[config.mk]
export PLATFORM = sky130hd
export DESIGN_NAME = duty_cycle_lbt_gate_core
export DESIGN_NICKNAME = d
export VERILOG_FILES = /design/src/sv/dclg_pkg.sv /design/src/sv/duty_cycle_lbt_gate_core.sv /design/src/sv/dclg_ring_mem.sv /design/src/sv/dclg_budget.sv
export SDC_FILE = /design/constraint.sdc
export NUM_CORES = 2
export LEC_CHECK = 0
export BUFFER_PORTS_ARGS = -buffer_cell sky130_fd_sc_hd__buf_2
export CORE_UTILIZATION = 25
export DETAILED_ROUTE_END_ITERATION = 10
export GPL_ROUTABILITY_DRIVEN = 0
export PLACE_DENSITY = 0.49
export SYNTH_ARGS = -nofsm -noshare
export SYNTH_HDL_FRONTEND = slang
export SYNTH_SLANG_ARGS = --single-unit
[constraint.sdc]
create_clock -name clk_i -period 7.1 [get_ports clk_i]
set_clock_uncertainty 0.05 [all_clocks]
set_input_delay 1.065 -clock clk_i [delete_from_list [all_inputs] [get_ports clk_i]]
set_output_delay 1.065 -clock clk_i [all_outputs]
set_load 0.05 [all_outputs]
[src/sv/dclg_pkg.sv]
// ----------------------------------------------------------------------------
// dclg_pkg: shared types and constants of the duty-cycle / LBT gate
// Sub-band plan, ring entry layout, decision and config codes, FSM states.
// ----------------------------------------------------------------------------
package dclg_pkg;

  // Ring geometry (depth must be a power of two: index wraps naturally)
  localparam int HISTORY_SLOTS = 32;
  localparam int SLOT_IDX_W    = $clog2(HISTORY_SLOTS);
  localparam int SLOT_CNT_W    = SLOT_IDX_W + 1;

  // Field widths
  localparam int HZ_W    = 30;
  localparam int AIR_W   = 24;
  localparam int TIME_W  = 32;
  localparam int RSSI_W  = 9;
  localparam int BAND_W  = 3;
  localparam int WIN_W   = 22;
  localparam int CFG_W   = 22;
  localparam int CFG_IDX_W = 2;

  // Airtime sums: one bit of headroom over a full ring plus the request
  localparam int ACC_W   = AIR_W + SLOT_IDX_W + 1;

  // Budget: permille * window / 1000, the divide done as a reciprocal multiply
  localparam int PM_W        = 7;
  localparam int DIVIDEND_W  = WIN_W + PM_W;
  localparam int RECIP_W     = 30;
  localparam int RECIP_SHIFT = 39;
  localparam int SCALED_W    = DIVIDEND_W + RECIP_W;
  // ceil(2^39 / 1000); exact for every dividend below 2^29
  localparam logic [RECIP_W-1:0] BUDGET_RECIP = 30'd549755814;

  // Sub-band edges, lower inclusive, upper exclusive
  localparam logic [HZ_W-1:0] BAND_LO [5] = '{
    30'd863000000, 30'd868000000, 30'd868700000, 30'd869400000, 30'd869700000
  };
  localparam logic [HZ_W-1:0] BAND_HI [5] = '{
    30'd868000000, 30'd868600000, 30'd869200000, 30'd869650000, 30'd870000000
  };
  // Permille per band code (code 0 = no band)
  localparam logic [PM_W-1:0] BAND_PM [8] = '{
    7'd0, 7'd10, 7'd10, 7'd1, 7'd100, 7'd10, 7'd0, 7'd0
  };

  localparam logic OP_EVAL   = 1'b0;
  localparam logic OP_RECORD = 1'b1;

  localparam logic [BAND_W-1:0] BAND_NONE = '0;

  typedef enum logic [2:0] {
    DEC_ALLOW = 3'd0,
    DEC_SOS   = 3'd1,
    DEC_BLOCK = 3'd2,
    DEC_BUSY  = 3'd3,
    DEC_ERROR = 3'd4
  } decision_e;

  typedef enum logic [CFG_IDX_W-1:0] {
    CFG_WINDOW = 2'd0,
    CFG_SOS    = 2'd1,
    CFG_BUSY   = 2'd2
  } cfg_idx_e;

  typedef enum logic [1:0] {
    ST_IDLE,
    ST_WALK,
    ST_DONE
  } state_e;

  // One ring entry: 60 bits
  typedef struct packed {
    logic [TIME_W-1:0] t;
    logic [AIR_W-1:0]  air;
    logic [BAND_W-1:0] band;
    logic              sos;
  } ring_entry_t;

  // Budget unit handshake
  typedef struct packed {
    logic              start;
    logic [BAND_W-1:0] band;
  } bud_req_t;

  // Map a carrier to its sub-band code, 0 when outside all bands
  function automatic logic [BAND_W-1:0] find_band(logic [HZ_W-1:0] hz);
    logic [BAND_W-1:0] b;
    b = BAND_NONE;
    for (int i = 4; i >= 0; i--) begin
      if (hz >= BAND_LO[i] && hz < BAND_HI[i]) b = BAND_W'(i + 1);
    end
    return b;
  endfunction

endpackage

[src/sv/duty_cycle_lbt_gate_core.sv]
// ----------------------------------------------------------------------------
// duty_cycle_lbt_gate_core: EU868 duty-cycle and listen-before-talk gate
//
// Input channel (in_valid_i/in_ready_o) takes one word per request. A record
// word (op = 1) logs a transmission in a 32-slot history ring, overwriting
// the oldest slot once full; it produces no output word and leaves the block
// idle, so the next word can follow right behind it. An evaluate word
// (op = 0) produces exactly one decision word on the output channel
// (out_valid_o/out_ready_i). A carrier outside every sub-band skips the walk
// and answers error. Otherwise the ring is walked one slot per cycle
// through the memory's single read port while the band budget is computed
// beside it in the budget unit; no further word is taken until the decision
// has moved to the output register. Only one evaluate is in flight.
// The output is registered: while the receiver stalls, the finished decision
// is held and record words are still taken; a later evaluate waits for the
// output register to free up before finishing.
// Reset empties the ring (fill and head cleared), restores the config
// registers to their defaults and drops any pending output. Ring contents
// are not cleared; slots past the fill count are never read.
// ----------------------------------------------------------------------------
module duty_cycle_lbt_gate_core import dclg_pkg::*; (
  input  logic                     clk_i,
  input  logic                     rst_ni,
  // config write port
  input  logic                     cfg_we_i,
  input  logic [CFG_IDX_W-1:0]     cfg_idx_i,
  input  logic [CFG_W-1:0]         cfg_wdata_i,
  // request channel
  input  logic                     in_valid_i,
  output logic                     in_ready_o,
  input  logic                     op_i,
  input  logic [HZ_W-1:0]          carrier_hz_i,
  input  logic [AIR_W-1:0]         air_ms_i,
  input  logic [TIME_W-1:0]        time_now_ms_i,
  input  logic                     sos_flag_i,
  input  logic signed [RSSI_W-1:0] channel_rssi_dbm_i,
  // decision channel
  output logic                     out_valid_o,
  input  logic                     out_ready_i,
  output logic [2:0]               decision_o
);

  state_e state_q, state_d;

  // config registers
  logic [WIN_W-1:0]         window_q;
  logic [WIN_W-1:0]         sos_allow_q;
  logic signed [RSSI_W-1:0] busy_thr_q;

  // ring pointers
  logic [SLOT_IDX_W-1:0] head_q, head_d;
  logic [SLOT_CNT_W-1:0] fill_q, fill_d;
  logic [SLOT_CNT_W-1:0] cnt_q, cnt_d;
  logic                  rd_vld_q;

  // latched request
  logic [BAND_W-1:0]        band_q;
  logic [AIR_W-1:0]         air_q;
  logic [TIME_W-1:0]        now_q;
  logic                     sos_q;
  logic signed [RSSI_W-1:0] rssi_q;

  // sums and result
  logic [ACC_W-1:0] sum_all_q, sum_sos_q;
  decision_e        res_q, res_d;
  decision_e        out_dec_q;
  logic             out_valid_q, out_valid_d;

  logic                  in_acc, acc_eval, acc_rec;
  logic [BAND_W-1:0]     band_in;
  logic                  issue, walk_done, out_load;
  logic                  match;
  logic [TIME_W-1:0]     age;
  ring_entry_t           wentry, rentry;
  bud_req_t              bud_req;
  logic                  bud_done;
  logic [DIVIDEND_W-1:0] budget;
  logic [ACC_W-1:0]      need_all, need_sos;
  decision_e             dec_calc;

  assign band_in  = find_band(carrier_hz_i);
  assign in_acc   = in_valid_i && in_ready_o;
  assign acc_eval = in_acc && (op_i == OP_EVAL);
  assign acc_rec  = in_acc && (op_i == OP_RECORD);

  // config writes; unknown index ignored
  always_ff @(posedge clk_i or negedge rst_ni) begin
    if (!rst_ni) begin
      window_q    <= WIN_W'(3600000);
      sos_allow_q <= WIN_W'(36000);
      busy_thr_q  <= -RSSI_W'(80);
    end else if (cfg_we_i) begin
      case (cfg_idx_i)
        CFG_WINDOW: window_q    <= cfg_wdata_i;
        CFG_SOS:    sos_allow_q <= cfg_wdata_i;
        CFG_BUSY:   busy_thr_q  <= cfg_wdata_i[RSSI_W-1:0];
        default:    ;
      endcase
    end
  end

  // history ring
  assign wentry = '{t: time_now_ms_i, air: air_ms_i, band: band_in, sos: sos_flag_i};

  dclg_ring_mem u_mem (
    .clk_i   (clk_i),
    .we_i    (acc_rec),
    .waddr_i (head_q + fill_q[SLOT_IDX_W-1:0]),
    .wdata_i (wentry),
    .re_i    (issue),
    .raddr_i (head_q + cnt_q[SLOT_IDX_W-1:0]),
    .rdata_o (rentry)
  );

  // budget unit runs alongside the walk
  assign bud_req = '{start: acc_eval, band: band_in};

  dclg_budget u_bud (
    .clk_i    (clk_i),
    .rst_ni   (rst_ni),
    .req_i    (bud_req),
    .window_i (window_q),
    .done_o   (bud_done),
    .budget_o (budget)
  );

  // ring pointer update on record
  always_comb begin
    head_d = head_q;
    fill_d = fill_q;
    if (acc_rec) begin
      if (fill_q == SLOT_CNT_W'(HISTORY_SLOTS)) head_d = head_q + SLOT_IDX_W'(1);
      else                                      fill_d = fill_q + SLOT_CNT_W'(1);
    end
  end

  // entry qualifies: same band, age within window (mod 2^32)
  assign age   = now_q - rentry.t;
  assign match = (rentry.band == band_q) && (age <= TIME_W'(window_q));

  // decision from final sums
  assign need_all = sum_all_q + ACC_W'(air_q);
  assign need_sos = sum_sos_q + ACC_W'(air_q);
  always_comb begin
    if (need_all <= ACC_W'(budget))                dec_calc = DEC_ALLOW;
    else if (sos_q && need_sos <= ACC_W'(sos_allow_q)) dec_calc = DEC_SOS;
    else                                           dec_calc = DEC_BLOCK;
    if (dec_calc != DEC_BLOCK && rssi_q >= busy_thr_q) dec_calc = DEC_BUSY;
  end

  // control outputs
  always_comb begin
    in_ready_o = (state_q == ST_IDLE);
    issue      = (state_q == ST_WALK) && (cnt_q < fill_q);
    walk_done  = (state_q == ST_WALK) && !issue && !rd_vld_q && bud_done;
    out_load   = (state_q == ST_DONE) && (!out_valid_q || out_ready_i);
    cnt_d      = acc_eval ? '0 : (issue ? cnt_q + SLOT_CNT_W'(1) : cnt_q);
    res_d      = res_q;
    if (acc_eval && band_in == BAND_NONE) res_d = DEC_ERROR;
    else if (walk_done)                   res_d = dec_calc;
    out_valid_d = out_load ? 1'b1 : ((out_valid_q && out_ready_i) ? 1'b0 : out_valid_q);
  end

  // next state
  always_comb begin
    state_d = state_q;
    case (state_q)
      ST_IDLE: if (acc_eval) state_d = (band_in == BAND_NONE) ? ST_DONE : ST_WALK;
      ST_WALK: if (walk_done) state_d = ST_DONE;
      ST_DONE: if (out_load) state_d = ST_IDLE;
      default: state_d = ST_IDLE;
    endcase
  end

  always_ff @(posedge clk_i or negedge rst_ni) begin
    if (!rst_ni) begin
      state_q     <= ST_IDLE;
      head_q      <= '0;
      fill_q      <= '0;
      cnt_q       <= '0;
      rd_vld_q    <= 1'b0;
      out_valid_q <= 1'b0;
    end else begin
      state_q     <= state_d;
      head_q      <= head_d;
      fill_q      <= fill_d;
      cnt_q       <= cnt_d;
      rd_vld_q    <= issue;
      out_valid_q <= out_valid_d;
    end
  end

  // request latch, sums, result; datapath without reset
  always_ff @(posedge clk_i) begin
    res_q <= res_d;
    if (acc_eval) begin
      band_q    <= band_in;
      air_q     <= air_ms_i;
      now_q     <= time_now_ms_i;
      sos_q     <= sos_flag_i;
      rssi_q    <= channel_rssi_dbm_i;
      sum_all_q <= '0;
      sum_sos_q <= '0;
    end else if (rd_vld_q && match) begin
      sum_all_q <= sum_all_q + ACC_W'(rentry.air);
      if (rentry.sos) sum_sos_q <= sum_sos_q + ACC_W'(rentry.air);
    end
    if (out_load) out_dec_q <= res_q;
  end

  assign out_valid_o = out_valid_q;
  assign decision_o  = out_dec_q;

endmodule

[src/sv/dclg_ring_mem.sv]
// ----------------------------------------------------------------------------
// dclg_ring_mem: transmission history storage
// Single write port, single read port, read data registered.
// ----------------------------------------------------------------------------
module dclg_ring_mem import dclg_pkg::*; (
  input  logic                  clk_i,
  input  logic                  we_i,
  input  logic [SLOT_IDX_W-1:0] waddr_i,
  input  ring_entry_t           wdata_i,
  input  logic                  re_i,
  input  logic [SLOT_IDX_W-1:0] raddr_i,
  output ring_entry_t           rdata_o
);

  ring_entry_t mem_q [HISTORY_SLOTS];
  ring_entry_t rdata_q;

  // write port
  always_ff @(posedge clk_i) begin
    if (we_i) mem_q[waddr_i] <= wdata_i;
  end

  // registered read port
  always_ff @(posedge clk_i) begin
    if (re_i) rdata_q <= mem_q[raddr_i];
  end

  assign rdata_o = rdata_q;

endmodule

[src/sv/dclg_budget.sv]
// ----------------------------------------------------------------------------
// dclg_budget: per-band airtime budget
// permille * window registered in prod_q, then / 1000 by reciprocal multiply into quo_q.
// ----------------------------------------------------------------------------
module dclg_budget import dclg_pkg::*; (
  input  logic                  clk_i,
  input  logic                  rst_ni,
  input  bud_req_t              req_i,
  input  logic [WIN_W-1:0]      window_i,
  output logic                  done_o,
  output logic [DIVIDEND_W-1:0] budget_o
);

  logic [DIVIDEND_W-1:0] prod_q;
  logic [DIVIDEND_W-1:0] quo_q;
  logic                  busy_q;
  logic [DIVIDEND_W-1:0] product;
  logic [SCALED_W-1:0]   scaled;

  // dividend: small constant-table multiply
  assign product = DIVIDEND_W'(window_i) * DIVIDEND_W'(BAND_PM[req_i.band]);

  // divide by 1000: scaled reciprocal, keep the bits above the shift
  assign scaled = SCALED_W'(prod_q) * SCALED_W'(BUDGET_RECIP);

  // second stage pending for one cycle after start
  always_ff @(posedge clk_i or negedge rst_ni) begin
    if (!rst_ni) begin
      busy_q <= 1'b0;
    end else begin
      busy_q <= req_i.start;
    end
  end

  // datapath, no reset
  always_ff @(posedge clk_i) begin
    if (req_i.start) prod_q <= product;
    if (busy_q)      quo_q  <= DIVIDEND_W'(scaled >> RECIP_SHIFT);
  end

  assign done_o   = !busy_q;
  assign budget_o = quo_q;

endmodule

* Word-level counts from Yosys, hierarchy flattened
Memory sizes are Yosys's and may differ from the RTL's. A register that Yosys moved wholly into a read port is not among the register bits.
Index checks and enable logic that the tools add are counted.
** Storage, ports and cells
- Bits in registers :: 259
- Bits in writable memories :: 1920
- Memory bits (read-only) :: 56
- Input port bits :: 126
- Output and inout port bits :: 5
- Logic and storage cells :: 121
- Memories kept :: 2
** Cells by class
- $add $sub $neg :: 10
- $mul :: 2
- $lt $le $gt $ge :: 16
- Equality and inequality tests :: 10
- Mux-type cells :: 21
- Bitwise operators :: 3
- Reductions and logical operators :: 36
** Memory list
- u_mem.mem_q :: words 32, width 60, read ports 1, clocked after Yosys merged registers in 1, wr ports 1, RTL line dclg_ring_mem.sv:15 : ring_entry_t mem_q [HISTORY_SLOTS];
- (name not given) :: words 8, width 7, read ports 1, clocked after Yosys merged registers in 0, wr ports 0, RTL line dclg_budget.sv:21 : assign product = DIVIDEND_W'(window_i) * DIVIDEND_W'(BAND_PM[req_i.band]);
** Operator list (count)
- greater-or-equal comparator 30 bit (second input constant) :: 5
- less-than comparator 30 bit (second input constant) :: 5
- adder 30 x 24 -> 30 bit :: 4
- multiplier 29 x 29 -> 58 bit (second input constant) :: 1
- less-or-equal comparator 32 x 22 -> 1 bit :: 1
- subtractor 32 bit :: 1
- less-or-equal comparator 30 x 20 -> 1 bit :: 1
- less-or-equal comparator 30 x 22 -> 1 bit :: 1
- multiplier 22 x 7 -> 29 bit :: 1
- logical AND 1 bit :: 19
- two-way mux 3 bit :: 6
- two-way mux 7 bit :: 2
- adder 6 x 1 -> 6 bit (second input constant) :: 2
- two-way mux 2 bit :: 6
- two-way mux 6 bit :: 2
- AND reduction 2 bit :: 6
- adder 5 bit :: 2
- greater-or-equal comparator 9 bit :: 1
- == test 6 bit (second input constant) :: 1
- less-than comparator 6 bit :: 1
- one-hot mux 2 bit (3 select lines) :: 1
- adder 5 x 1 -> 5 bit (second input constant) :: 1
- == test 2 x 1 -> 1 bit (second input constant) :: 2
- == test 2 bit (second input constant) :: 2
- 14 further kinds :: 24

* Longest topological paths before layout
- Depth in word-level cells :: 12
- Depth in mapped cells :: 33
- Depth with buffers taken out :: 32

* Cells and area by module
Synthesis repeated with hierarchy kept, for this count alone.
** Second synthesis, totals
- Cell total of the unflattened synthesis :: 8010
- Area, all modules :: 112400.3 µm²
** By module, submodules not included
- dclg_ring_mem :: instances 1, cells an instance 4195, area each 76473.3 µm², seq. area each 59457.0 µm²
- dclg_budget :: instances 1, cells an instance 1923, area each 18995.7 µm², seq. area each 1496.4 µm²
- duty_cycle_lbt_gate_core :: instances 1, cells an instance 1892, area each 16931.2 µm², seq. area each 5300.1 µm²

* Worst setup path after synthesis
OpenSTA, ideal clock, no wires.
- Path type :: input-to-reg
- Start :: input carrier_hz_i[11]
- End :: register u_bud.prod_q[28] (data pin)
- Arrival :: 8.123 ns
- Data required time :: 6.843 ns
- Slack :: -1.280 ns
- Stages on the path :: 30
- Path buffers :: 1
- Cell sequence :: or4_1 > o21a_1 > o21ai_0 > a21oi_1 > o21ai_0 > nand3_1 > nand3_1 > ha_1 > a21oi_1 > clkbuf_1 > nand2_1 > fa_1 > inv_1 > fa_1 > fa_1 > inv_1 > fa_1 > inv_1 > ha_1 > a21o_1 > a21o_1 > a21o_1 > a21o_1 > a21o_1 > a21o_1 > a21oi_1 > a21boi_0 > o21a_1 > mux2i_1 > a2111oi_0
** On the way
- Longest elaborated chain between the ends :: 12
** RTL lines
- start: declaration :: RTL line duty_cycle_lbt_gate_core.sv:32 : input logic [HZ_W-1:0] carrier_hz_i,
- greater-or-equal comparator 30 bit or less-than comparator 30 bit (tied branches) :: RTL line dclg_pkg.sv:90 : if (hz >= BAND_LO[i] && hz < BAND_HI[i]) b = BAND_W'(i + 1);
- logical AND 1 bit :: RTL line dclg_pkg.sv:90
- two-way mux 3 bit (4 in a row) :: RTL line dclg_pkg.sv:90
- two-way mux 3 bit * :: RTL line dclg_pkg.sv:90
- named net band_in[0] :: RTL line duty_cycle_lbt_gate_core.sv:70 : logic [BAND_W-1:0] band_in;
- inverter 3 -> 4 bit (not written as such) * :: RTL line dclg_budget.sv:21
- memory (8 x 7 bit) *
- two-way mux 7 bit (not written as such) * (2 in a row) :: RTL line dclg_budget.sv:21
- multiplier 22 x 7 -> 29 bit * :: RTL line dclg_budget.sv:21
- named net u_bud.product[28] :: RTL line dclg_budget.sv:17 : logic [DIVIDEND_W-1:0] product;
- end signal: assignment :: RTL line dclg_budget.sv:37 : if (req_i.start) prod_q <= product;
- end: declaration :: RTL line dclg_budget.sv:14 : logic [DIVIDEND_W-1:0] prod_q;
The timed path passes the listed nets; every way through them passes the cells marked *. The select of a mux whose other input is x is not followed.
A chain may end at the register's enable or synchronous reset.

* Worst setup path in the final report
- Start :: register u_bud.prod_q[21]
- End :: register u_bud.quo_q[18] (netlist: u_bud.budget_o[18]) (data pin)
** On the way
- Longest elaborated chain between the ends :: 1
** RTL lines
- multiplier 29 x 29 -> 58 bit :: RTL line dclg_budget.sv:24 : assign scaled = SCALED_W'(prod_q) * SCALED_W'(BUDGET_RECIP);
- named net u_bud.scaled[57] :: RTL line dclg_budget.sv:18 : logic [SCALED_W-1:0] scaled;
- end signal: assignment :: RTL line dclg_budget.sv:38 : if (busy_q) quo_q <= DIVIDEND_W'(scaled >> RECIP_SHIFT);
- end: declaration :: RTL line dclg_budget.sv:15 : logic [DIVIDEND_W-1:0] quo_q;
The timed path passes the listed nets, and every way through them passes these cells.

==> results.md <==
* Tot GR Track Use at 14.3%
* First-pass GRT wire length at 469000 um
* Worst Tran Pin Value at 1.29 ns
* Max capacitance violation total at 0
* CTS Buf Count at 239
* Layout area overhead at 18.5%
* Avg WL per Cell at 22.9 um
* Fraction of the mapped netlist area in simple logic gates at 6.63%
* Largest net degree at the start of global routing at approximately 120
* Root buf cell: clkbuf_16
* Fillers at 43577
* RSZ-0062 raised after global routing: yes
* Largest delay contributor family on the critical path: adder cells
* DR vias at 64351
* Yosys top cell by area: edfxtp_1
* 1st-iter DRT viols at approximately 5000
* Fin. Hold Viols at 0
* Crit. End Element: flop
* Mapped Cells at 7383
* Slowest stage cell, crit path: or4_4
* Crit share post-route at 101%
* Max Clock Freq at 0.140 GHz
* Synthesis warning total at 0
* Vias in the first global route at 67818
* R2r setup slk at -0.05 ns
* Place WS at -0.734 ns
* Core outline area at 439000 um^2
* Port Buffers at 126
* Reg-to-Reg Start: u_bud.prod_q[21]
* Crit Path Category: reg -> reg
* Syn nets at 8509
* Synth Area in XOR/XNOR at 1.29%
* NumNets Final at 9079
* Leakage at slightly below 50 nW
* DR pass1 iterations at 5
* Worst-case reg-to-reg path depth at 25
* Placed Cells incl. Taps at 13540
* Estimated wirelength of the detail-placed design at between 150000 and 200000 um
* # setup viols final at 4
* Htree depth at 4
* Crit Path Max Fanout at 4
* Post-synthesis compound-gate area fraction at 4.40%
* CTS sink cnt at 2239
* Main combinational cell family by area after synthesis: adder cells
* Failing checks: setup timing
* Cell Count, Final, Fillers Out at 14042
* Library cells used by synthesis at 80
* Clock latency on the worst-skew pair at 0.96 ns
* CP bufs+invs at 6
* Hold buffer count at cts at 0
* Final Max Slew Viols at 0
* Minimum clock period at 7.15 ns
* VDD IR-drop max at around 0.44 mV
* Global route overflow at 0
* Initial Utilization at 25.2%
* Post-synth EDFFs at 2101
* CP startpoint kind: flop
* Die X at 667 um
* Placed cell area at 122000 um^2
* Maximum clock insertion buffer count at 4
* Crit-path max cell delay at 0.55 ns
* Top cells by count, synth: edfxtp_1, inv_1, nand2_1, ha_1, mux4_2
* Worst Hold Slack at 0.0910 ns
* Top-count cell post-synth: edfxtp_1
* WL final at roughly 320000 um
* Post-Syn Area at 110000 um^2
* Status: finished, violations left
* CTS clock-pin slew for the worst setup and hold paths at 0.06 ns
* Crit path DAT at 7.80 ns
* Ys flop type: edfxtp_1
* Hold/Removal Path Class: in -> async
* Critical path data required time at 7.75 ns
* Antenna Nets Post-Route at 0
* Area share of the largest cell type after synthesis at 57.2%
* Die Y at 667 um
* Initial antenna violation count at 53
* Die ar. at 444000 um^2
* Post-synthesis sequential area ratio at about 60%
* # rows at ~240
* Synth Register Bits at 2239
* Critical path's most frequent cell: fa_1
* Post-Synth Adder-Cell Area at 13.7%
* Mean Syn Cell Area at 15.0 um^2
* Share of layout cells above drive strength 1 at 20.9%
* Final worst slack at -0.0490 ns
* Post-synthesis mux area share at 10.4%
* Top post-synthesis cells by area: edfxtp_1, mux4_2, ha_1
* PD cells at 344 nW/um^2
* Post-Route Setup TNS at -0.123 ns
* Post-route cell area at 131000 um^2
* CTS tree: yes
* Vias/cell at about 4.6
* RR Endpoint: u_bud.budget_o[18]
* Asr flop ratio synth at 3.35%
* DRC Markers at 0
* Max-slew headroom at 13.2%
* Ports at 131
[through the flow]
step                power (mW)  utilization, %
floorplan                 25.8               -
global placement          31.4            27.8
finish                    45.0            29.8
detailed placement        31.6            27.8
CTS                       45.1            29.7
global route              47.6            29.8
[sequential cells by signal, indices dropped and copies added, names as in the netlist]
| signal | cells |
|---|---|
| busy_thr_q | 9 |
| out_valid_o | 1 |
| cnt_q | 6 |
| sum_all_q | 30 |
| sum_sos_q | 30 |
| window_q | 22 |
| u_bud.prod_q | 29 |
| head_q | 5 |
| air_q | 24 |
| u_bud.busy_q | 1 |
| decision_o | 3 |
| rssi_q | 9 |
| sos_q | 1 |
| u_mem.mem_q | 1920 |
| u_mem.rdata_o | 60 |
| band_q | 3 |
| u_bud.budget_o | 20 |
| fill_q | 6 |
| now_q | 32 |
| sos_allow_q | 22 |
| rd_vld_q | 1 |
| res_q | 3 |
| state_q | 2 |
[worst max path at each step]
stage | from | to | slack (ns) | cells past startpoint
6_report | u_bud.prod_q[21] | u_bud.budget_o[18] | -0.05 | 25
5_1_grt | u_bud.prod_q[21] | u_bud.budget_o[18] | -0.35 | 25
4_1_cts | u_bud.prod_q[21] | u_bud.budget_o[18] | -0.03 | 25
2_1_floorplan | carrier_hz_i[11] | u_bud.prod_q[28] | -0.27 | 29
3_5_place_dp | carrier_hz_i[11] | u_bud.prod_q[28] | -0.73 | 31
3_3_place_gp | carrier_hz_i[11] | u_bud.prod_q[28] | -0.80 | 31
[layout make-up]
| cell class | instances | area, um^2 | area share [%] |
|---|---|---|---|
| Antenna cell | 11 | 27.5 | 0.0210 |
| Clock inverter | 156 | 1510 | 1.16 |
| Multi-Input combinational cell | 4100 | 41600 | 31.8 |
| Timing Repair Buffer | 586 | 4830 | 3.69 |
| Tap cell | 5880 | 7360 | 5.63 |
| Sequential cell | 2239 | 66300 | 50.7 |
| Inverter | 787 | 2960 | 2.26 |
| Clock buffer | 283 | 6190 | 4.73 |
[cells by family after synthesis]
kind of cell	Yosys count
AOI/OAI and AO/OA	767
xor gates and xnor gates	162
adders and majority gates	1000
buffers and inverters	1044
DFF	2239
muxes	543
and+or+nand+nor	1628
[where the power goes]
part | leakage (nW) | switching (mW) | internal [mW] | total, mW
Combinational | 24.1 | 9.20 | 7.88 | 17.1
Clock | 3.79 | 5.31 | 7.10 | 12.4
Sequential | 20.3 | 0.218 | 15.3 | 15.5
Total | 48.2 | 14.7 | 30.2 | 45.0
[metal layers]
layer / routed length [um] / global-route usage, %
met1: 139000 / 18.7
met2: 160000 / 24.9
met3: 14500 / 1.68
met4: 8430 / 3.73
met5: 113 / 0
[timing repair]
item	in CTS	in global routing
endpoints found under the setup margin	14	21
pin swaps	93	67
buffers inserted	33	19
gates cloned	0	2
resized for setup	99	78
[placed cells by master, fill, tap and decap left out, types with 206 or more instances in the layout]
cell,instances
mux4_2,480
nand2_1,723
buf_4,385
ha_1,606
nand3_1,368
inv_1,760
clkbuf_16,243
fa_1,320
edfxtp_1,2101
o21ai_0,206
No activity file was read; power rests on OpenSTA's default activity.
